**src/rtl/bounded_array_list_engine_core_defines.svh**
```systemverilog
// Assertion macros used by the bounded array list engine top level.
`ifndef BOUNDED_ARRAY_LIST_ENGINE_CORE_DEFINES_SVH
`define BOUNDED_ARRAY_LIST_ENGINE_CORE_DEFINES_SVH

// Same-cycle implication, checked outside reset.
`define BALE_ASSERT_IMPL(label, clk, rst_n, ante, cons, msg) \
  label: assert property (@(posedge clk) disable iff (!rst_n) (ante) |-> (cons)) \
    else $error(msg);

// Next-cycle implication, checked outside reset.
`define BALE_ASSERT_NEXT(label, clk, rst_n, ante, cons, msg) \
  label: assert property (@(posedge clk) disable iff (!rst_n) (ante) |=> (cons)) \
    else $error(msg);

`endif

```
**src/rtl/bale_pkg.sv**
```systemverilog
// Package with sizes, codes and shared types of the bounded array list engine.
package bale_pkg;

  localparam int CAPACITY   = 16;
  localparam int ITEM_WIDTH = 32;
  localparam int CNT_W      = $clog2(CAPACITY + 1);
  localparam int IDX_W      = $clog2(CAPACITY);
  localparam int POS_W      = 4;
  localparam int CMP_W      = (CNT_W > POS_W) ? CNT_W : POS_W;

  typedef logic [ITEM_WIDTH-1:0] item_t;
  typedef logic [CNT_W-1:0]      cnt_t;
  typedef logic [IDX_W-1:0]      idx_t;

  localparam cnt_t CAP_CNT = CNT_W'(CAPACITY);

  typedef enum logic [2:0] {
    ACT_APPEND    = 3'd0,
    ACT_PREPEND   = 3'd1,
    ACT_REMOVE    = 3'd2,
    ACT_REMOVE_AT = 3'd3,
    ACT_CLEAR     = 3'd4,
    ACT_READ_AT   = 3'd5,
    ACT_INCLUDES  = 3'd6,
    ACT_POP       = 3'd7
  } action_e;

  typedef enum logic [1:0] {
    STS_OK    = 2'd0,
    STS_FULL  = 2'd1,
    STS_RANGE = 2'd2
  } status_e;

  // Commands from the controller to the datapath.
  typedef struct packed {
    logic    load;
    logic    exec;
    logic    wr_tail;
    logic    wr_head;
    logic    drop;
    logic    drop_val;
    logic    pop;
    logic    clear;
    logic    rd_en;
    logic    rd_pop;
    logic    found;
    status_e st;
  } cmd_t;

  // Status from the datapath to the controller.
  typedef struct packed {
    action_e act;
    logic    full;
    logic    empty;
    logic    pos_ok;
    logic    hit;
  } stat_t;

  // Keep the low item bits of a 32-bit request value.
  function automatic item_t to_item(input logic [31:0] v);
    logic [63:0] w;
    w = {32'd0, v};
    return w[ITEM_WIDTH-1:0];
  endfunction

  // Fit a stored item into the 32-bit read value.
  function automatic logic [31:0] from_item(input item_t v);
    logic [63:0] w;
    w = 64'(v);
    return w[31:0];
  endfunction

  // Fit the count into the 5-bit result field.
  function automatic logic [4:0] from_cnt(input cnt_t c);
    logic [63:0] w;
    w = 64'(c);
    return w[4:0];
  endfunction

endpackage

```
**src/rtl/bale_ctrl.sv**
```systemverilog
// Controller state machine of the bounded array list engine.
module bale_ctrl
  import bale_pkg::*;
(
  input  logic  clk_i,
  input  logic  rst_ni,
  input  logic  s_tvalid_i,
  output logic  s_tready_o,
  output logic  m_tvalid_o,
  input  logic  m_tready_i,
  input  stat_t stat_i,
  output cmd_t  cmd_o
);

  typedef enum logic [1:0] {
    S_IDLE = 2'b01,
    S_EXEC = 2'b10
  } state_e;

  state_e state_q, state_d;
  logic   m_valid_q, m_valid_d;
  logic   slot_free;

  assign s_tready_o = (state_q == S_IDLE);
  assign m_tvalid_o = m_valid_q;
  assign slot_free  = !m_valid_q || m_tready_i;

  // Next state and command decode.
  always_comb begin
    state_d = state_q;
    cmd_o   = '0;
    cmd_o.st = STS_OK;
    cmd_o.load = s_tvalid_i && s_tready_o;
    unique case (state_q)
      S_IDLE: begin
        if (cmd_o.load) begin
          state_d = S_EXEC;
        end
      end
      S_EXEC: begin
        if (slot_free) begin
          state_d    = S_IDLE;
          cmd_o.exec = 1'b1;
          unique case (stat_i.act)
            ACT_APPEND: begin
              if (stat_i.full) cmd_o.st = STS_FULL;
              else cmd_o.wr_tail = 1'b1;
            end
            ACT_PREPEND: begin
              if (stat_i.full) cmd_o.st = STS_FULL;
              else cmd_o.wr_head = 1'b1;
            end
            ACT_REMOVE: begin
              cmd_o.drop     = stat_i.hit;
              cmd_o.drop_val = 1'b1;
              cmd_o.found    = stat_i.hit;
            end
            ACT_REMOVE_AT: begin
              if (stat_i.pos_ok) cmd_o.drop = 1'b1;
              else cmd_o.st = STS_RANGE;
            end
            ACT_CLEAR: begin
              cmd_o.clear = 1'b1;
            end
            ACT_READ_AT: begin
              if (stat_i.pos_ok) cmd_o.rd_en = 1'b1;
              else cmd_o.st = STS_RANGE;
            end
            ACT_INCLUDES: begin
              cmd_o.found = stat_i.hit;
            end
            ACT_POP: begin
              if (stat_i.empty) begin
                cmd_o.st = STS_RANGE;
              end else begin
                cmd_o.rd_en  = 1'b1;
                cmd_o.rd_pop = 1'b1;
                cmd_o.pop    = 1'b1;
              end
            end
          endcase
        end
      end
      default: state_d = S_IDLE;
    endcase
  end

  // Output beat valid: set on execute, cleared when taken.
  always_comb begin
    m_valid_d = m_valid_q;
    if (cmd_o.exec) m_valid_d = 1'b1;
    else if (m_tready_i) m_valid_d = 1'b0;
  end

  always_ff @(posedge clk_i or negedge rst_ni) begin
    if (!rst_ni) begin
      state_q   <= S_IDLE;
      m_valid_q <= 1'b0;
    end else begin
      state_q   <= state_d;
      m_valid_q <= m_valid_d;
    end
  end

endmodule

```
**src/rtl/bale_dp.sv**
```systemverilog
// Datapath of the bounded array list engine: request register, list cells and result register.
module bale_dp
  import bale_pkg::*;
(
  input  logic              clk_i,
  input  logic              rst_ni,
  input  action_e           req_action_i,
  input  logic [31:0]       req_value_i,
  input  logic [POS_W-1:0]  req_pos_i,
  input  cmd_t              cmd_i,
  output stat_t             stat_o,
  output logic [39:0]       rsp_data_o
);

  action_e          act_q;
  item_t            val_q;
  logic [POS_W-1:0] pos_q;
  item_t            cell_q [CAPACITY];
  item_t            cell_d [CAPACITY];
  cnt_t             count_q, count_d;
  logic [CAPACITY-1:0] match;
  logic [CAPACITY-1:0] drop_sel;
  logic [31:0]      rd_q;
  logic             found_q;
  logic [4:0]       cnt_out_q;
  status_e          st_q;
  cnt_t             cnt_m1;
  idx_t             rd_idx;
  idx_t             tail_idx;
  item_t            rd_item;

  // Request register, loaded when a beat is accepted.
  always_ff @(posedge clk_i) begin
    if (cmd_i.load) begin
      act_q <= req_action_i;
      val_q <= to_item(req_value_i);
      pos_q <= req_pos_i;
    end
  end

  assign cnt_m1   = count_q - cnt_t'(1);
  assign rd_idx   = cmd_i.rd_pop ? cnt_m1[IDX_W-1:0] : IDX_W'(pos_q);
  assign tail_idx = count_q[IDX_W-1:0];
  assign rd_item  = cell_q[rd_idx];

  // Per-cell compare, shift select and next value.
  for (genvar i = 0; i < CAPACITY; i++) begin : g_cell
    item_t nxt;

    assign match[i]    = (cell_q[i] == val_q) && (CNT_W'(i) < count_q);
    assign drop_sel[i] = cmd_i.drop_val ? (|match[i:0]) : (CMP_W'(i) >= CMP_W'(pos_q));

    always_comb begin
      nxt = cell_q[i];
      if (cmd_i.wr_head) begin
        if (i == 0) nxt = val_q;
        else nxt = cell_q[(i == 0) ? 0 : i - 1];
      end else if (cmd_i.wr_tail && (tail_idx == IDX_W'(i))) begin
        nxt = val_q;
      end else if (cmd_i.drop && drop_sel[i] && (i < CAPACITY - 1)) begin
        nxt = cell_q[(i < CAPACITY - 1) ? i + 1 : i];
      end
    end

    assign cell_d[i] = nxt;
  end

  always_ff @(posedge clk_i) begin
    cell_q <= cell_d;
  end

  // Count update.
  always_comb begin
    count_d = count_q;
    priority if (cmd_i.clear) count_d = '0;
    else if (cmd_i.wr_head || cmd_i.wr_tail) count_d = count_q + cnt_t'(1);
    else if (cmd_i.drop || cmd_i.pop) count_d = cnt_m1;
  end

  always_ff @(posedge clk_i or negedge rst_ni) begin
    if (!rst_ni) count_q <= '0;
    else count_q <= count_d;
  end

  // Result register, loaded on execute.
  always_ff @(posedge clk_i) begin
    if (cmd_i.exec) begin
      rd_q      <= cmd_i.rd_en ? from_item(rd_item) : 32'd0;
      found_q   <= cmd_i.found;
      cnt_out_q <= from_cnt(count_d);
      st_q      <= cmd_i.st;
    end
  end

  assign stat_o.act    = act_q;
  assign stat_o.full   = (count_q == CAP_CNT);
  assign stat_o.empty  = (count_q == '0);
  assign stat_o.pos_ok = CMP_W'(pos_q) < CMP_W'(count_q);
  assign stat_o.hit    = |match;

  assign rsp_data_o = {st_q, cnt_out_q, found_q, rd_q};

endmodule

```
**src/rtl/bounded_array_list_engine_core.sv**
```systemverilog
// Top level of the bounded array list engine: controller, datapath and checks.
//
// Holds an ordered list of up to CAPACITY items packed from position 0 in a row
// of registered cells. Each request beat passes through a capture step, which
// registers the request, and an execute step, in which every cell compares and
// shifts in parallel and the result register is loaded; the next request is
// accepted while that result beat still waits. A result beat that is not taken
// holds the engine in its execute step until the output register frees. The
// cells need no clearing after reset, and clear only zeroes the count.
`include "bounded_array_list_engine_core_defines.svh"
module bounded_array_list_engine_core
  import bale_pkg::*;
(
  input  logic        clk_i,
  input  logic        rst_ni,
  input  logic        s_tvalid,
  output logic        s_tready,
  input  logic [39:0] s_tdata,   // item_value[31:0], position[35:32], zero[39:36]
  input  logic [2:0]  s_tuser,   // action[2:0]
  output logic        m_tvalid,
  input  logic        m_tready,
  output logic [39:0] m_tdata    // read_value[31:0], found[32], item_count[37:33], status[39:38]
);

  cmd_t  cmd;
  stat_t stat;

  bale_ctrl u_ctrl (
    .clk_i      (clk_i),
    .rst_ni     (rst_ni),
    .s_tvalid_i (s_tvalid),
    .s_tready_o (s_tready),
    .m_tvalid_o (m_tvalid),
    .m_tready_i (m_tready),
    .stat_i     (stat),
    .cmd_o      (cmd)
  );

  bale_dp u_dp (
    .clk_i        (clk_i),
    .rst_ni       (rst_ni),
    .req_action_i (action_e'(s_tuser)),
    .req_value_i  (s_tdata[31:0]),
    .req_pos_i    (s_tdata[35:32]),
    .cmd_i        (cmd),
    .stat_o       (stat),
    .rsp_data_o   (m_tdata)
  );

  // An accepted beat is followed by an execute cycle, never by another accept.
  `BALE_ASSERT_NEXT(a_accept_then_busy, clk_i, rst_ni, s_tvalid && s_tready, !s_tready, "request accepted while executing")

  // The reported count never exceeds the list capacity.
  `BALE_ASSERT_IMPL(a_count_bound, clk_i, rst_ni, m_tvalid, 32'(m_tdata[37:33]) <= 32'(CAPACITY), "count beyond capacity")

  // A full status comes only with a full list.
  `BALE_ASSERT_IMPL(a_full_count, clk_i, rst_ni, m_tvalid && (m_tdata[39:38] == STS_FULL), 32'(m_tdata[37:33]) == 32'(CAPACITY), "full status with room left")

  // A rejected request reads nothing and finds nothing.
  `BALE_ASSERT_IMPL(a_error_quiet, clk_i, rst_ni, m_tvalid && (m_tdata[39:38] != STS_OK), (m_tdata[31:0] == 32'd0) && !m_tdata[32], "rejected request returned data")

endmodule
```
**config.mk**
```make
export PLATFORM = sky130hd
export DESIGN_NAME = bounded_array_list_engine_core
export DESIGN_NICKNAME = d
export VERILOG_FILES = /design/src/rtl/bale_pkg.sv /design/src/rtl/bale_ctrl.sv /design/src/rtl/bale_dp.sv /design/src/rtl/bounded_array_list_engine_core.sv
export VERILOG_INCLUDE_DIRS = /design/src /design/src/rtl
export SDC_FILE = /design/constraint.sdc
export NUM_CORES = 2
export LEC_CHECK = 0
export BUFFER_PORTS_ARGS = -buffer_cell sky130_fd_sc_hd__buf_4
export CORE_MARGIN = 3
export CORE_UTILIZATION = 58
export CTS_CLUSTER_DIAMETER = 60
export DETAILED_ROUTE_END_ITERATION = 6
export HOLD_SLACK_MARGIN = 0.12
export PLACE_DENSITY_LB_ADDON = 0.08
export SYNTH_ARGS = -nofsm -noshare
export SYNTH_HDL_FRONTEND = slang
export SYNTH_SLANG_ARGS = --single-unit
```
**constraint.sdc**
```tcl
create_clock -name clk_i -period 4.7 [get_ports clk_i]
set_input_delay 0.235 -clock clk_i [delete_from_list [all_inputs] [get_ports clk_i]]
set_output_delay 0.235 -clock clk_i [all_outputs]
set_load 0.01 [all_outputs]
```
==> metrics.yaml <==
post_synthesis_compound_gate_area_fraction_pct: 8.06
vias_per_cell: 6.88
grt_setup_unrepaired: "no"
port_buffers: 84
first_global_vias: 29308
startpoint_of_the_worst_hold_path: "s_tdata[28]"
final-max-slew-violation-count: 0
layout.cells.most_common: "edfxtp_1"
holdWs_ns: 0.329
clock_skew_ns: 0.0327
grt_max_degree: 103
num_vias: 31128
max_clock_freq_mhz: 225
place_hpwl_um: 103000
worstHoldPathCells: 2
synth_xor_area_share_pct: 11.4
max-clock-path-buffers: 3
start_util_pct: 59.2
placementRows: 94
r2r.worst_path.cells: 11
dr.pass1.iters: 7
layout_nets: 3669
diodes: 0
die_x_um: 266
main_combinational_cell_family_by_area_after_synthesis: "multiplexers"
global_route.usage.total_pct: 40.0
core_region_area_um2: 66500
cts.htree.levels: 3
synth_sequential_area_ratio_pct: 45.6
die_y_um: 266
critical_path_class: "reg -> reg"
layout_common_cells: "591 x edfxtp_1, 576 x nand2_1, 482 x mux2i_1"
adder_cell_share_of_the_synthesized_area_pct: 0.223
cellPowerDensity_nw_per_um2: 307
reg2reg_from: "u_dp.val_q[28]"
cp-startpoint: "u_dp.val_q[28]"
drv.max_cap_violation_count: 0
synth-async-reset-ratio_pct: 1.34
fp.dieArea_um2: 71000
avgSynthCellArea_um2: 11.0
clkLatencyLatePin_ns: 0.63
pin_count: 89
worstPathCellList: "buf_4 > xor2_1 > nor4_1 > nand3_1 > or3_1 > and4_1 > a41o_1 > nand2_2 > nand2_1 > o211ai_1 > buf_12"
finalCritPeriodShare_pct: 94.7
drc_errors: 0
worst_ep_arrival_time_ns: 4.77
antenna_violations_before_repair: 5
final_layout_size_suffix_gt1_share_pct: 15.5
route.antenna.remaining_nets: 0
timing.critical_path.fanout_max: 28
yosysWarnings: 0
worst_ir_drop_vdd_uv: 297
last_weighted_congestion_value_of_the_routability_driven_placer: 1.02
holdCritPathClass: "in -> reg"
overflow: 0
cts.reportedPaths.clkPinSlew_ns: 0.06
synthesized_flop_and_latch_total: 599
crit_path_top_delay_cell: "edfxtp_1"
timing.final.setup_violations: 0
tritoncts_num_sinks: 599
ys_dominant_reg_cell: "edfxtp_1"
layout-area-overhead-vs-synth_pct: 12.4
synth_edf_count: 591
postCtsSetupRepairBufs: 0
startpoint_type: "flop"
tightest_slew_ns: 1.10
power_leakage_nw: 17.5
synthMuxAreaShare_pct: 20.5
syn-num-nets: 3625
route.final.wire_length_um: 144000
synth_cell_type_count: 58
post_synth_instance_area_um2: 39300
drt-wirelength-per-cell_um: 31.8
synthesis.instances: 3571
drt_iter0_markers: 4893
hold_viol_final: 0
cts_resized: 0
run_status: "finished, final reports clean"
final_layout_setup_total_negative_slack_ns: 0
wire_length_of_the_first_global_routing_pass_um: 206000
post_synth_simple_gate_area_pct: 10.1
cp_slowest_stage_delay_ns: 1.07
cp-end-kind: "flop"
worst_ep_required_time_ns: 5.02
cts_tree: "done"
cts-buffers-inserted: 71
ctsRootBufferMaster: "clkbuf_16"
finalCriticalPeriod_ns: 4.45
max-slew-margin-rel_pct: 26.9
## power by group
group          internal, mW  total [mW]  leakage [nW]  switching [mW]
registers              5.97        6.20          5.49           0.235
logic                 0.789        2.16          11.0            1.37
clock network          2.90        5.22          1.02            2.32
total                  9.66        13.6          17.5            3.92
## worst max-delay path, delay by kind of cell (launching register included)
kind / cells / cell delay [ns]
xor+xnor: 1 / 0.19
buf+inv: 2 / 0.57
simple gates: 6 / 1.58
compound gates: 2 / 0.66
flops: 1 / 1.07
## routing by layer
| metal | vias up | global-route usage [%] | part of all wire [%] |
|---|---|---|---|
| met5 | - | 0 | 0.034 |
| met4 | 8 | 10.8 | 3.2 |
| met3 | 267 | 13.6 | 14 |
| met2 | 2079 | 59.5 | 44 |
| met1 | 15631 | 56.2 | 39 |
| li1 | 13143 | - | - |
## final cells by class
class	instances	area, um2
clock buffer	91	1890
clock inverter	29	203
fill	5172	22300
inverter	8	30.0
multi-input combinational	2620	19900
sequential	599	17900
tap	864	1080
timing repair buffer	315	3100
## state kept, by name, indices dropped and copies added, names as in the netlist
signal and flops:
u_dp.found_q 1, u_ctrl.m_tvalid_o 1, u_dp.pos_q 4, u_dp.cnt_out_q 5
u_ctrl.state_q 2, u_dp.count_q 5, u_dp.cell_q 512, u_dp.st_q 2
u_dp.act_q 3, u_dp.val_q 32, u_dp.rd_q 32
## worst paths after layout
| check | to | slack (ns) |
|---|---|---|
| worst max-delay path | u_dp.cell_q[336] | 0.25 |
| worst min-delay path | u_dp.val_q[28] | 0.33 |
| worst max register to register | u_dp.cell_q[336] | 0.25 |
| worst min register to register | u_ctrl.m_tvalid_o | 0.56 |
| max in group asynchronous | u_dp.count_q[1] | 3.31 |
| min in group asynchronous | u_ctrl.state_q[0] | 0.65 |
## Yosys cell counts (11+ instances only)
cell type  count  area share (%)
a211oi_1      65             1.2
a21oi_1       16            0.20
buf_1         26            0.25
buf_2        117             1.5
buf_4         11            0.21
clkbuf_1     180             1.7
edfxtp_1     591              45
mux2_2        32            0.92
mux2i_1      482              12
mux4_2       128             7.3
nand2_1      591             5.6
nand3_1       26            0.33
nand4_1       59            0.94
nor2_1        24            0.23
nor2b_1       40            0.64
nor3_1        22            0.28
nor4_1        88             1.4
o21ai_0      435             5.5
o21ai_1       24            0.31
xnor2_1      185             4.1
xor2_1       329             7.3
## kinds of logic (layout without fill, tap and decap cells)
family          count (synthesis)  count (layout)
flops                         599             599
compound gates                576             576
xor+xnor                      514             514
fa+ha+maj                       7               7
mux                           642             642
simple gates                  881             881
buf+inv                       352             443
## what timing repair did
action | CTS | global route
hold endpoints to repair | 50 | 0
endpoints found under the setup margin | 0 | 0
hold buffers | 43 | 0
## stage by stage
step	total power, mW	area [um2]	instances	worst slack [ns]	utilization, %
3_5_place_dp	8.34	41700	4363	0.457	62.7
6_report	13.6	44200	4526	0.251	66.5
2_1_floorplan	7.41	39300	3571	0.318	-
3_3_place_gp	8.32	41700	4363	0.451	62.7
4_1_cts	13.5	44200	4526	0.426	66.5
5_1_grt	13.9	44200	4526	0.174	66.5
No activity file was read; power rests on OpenSTA's default activity.
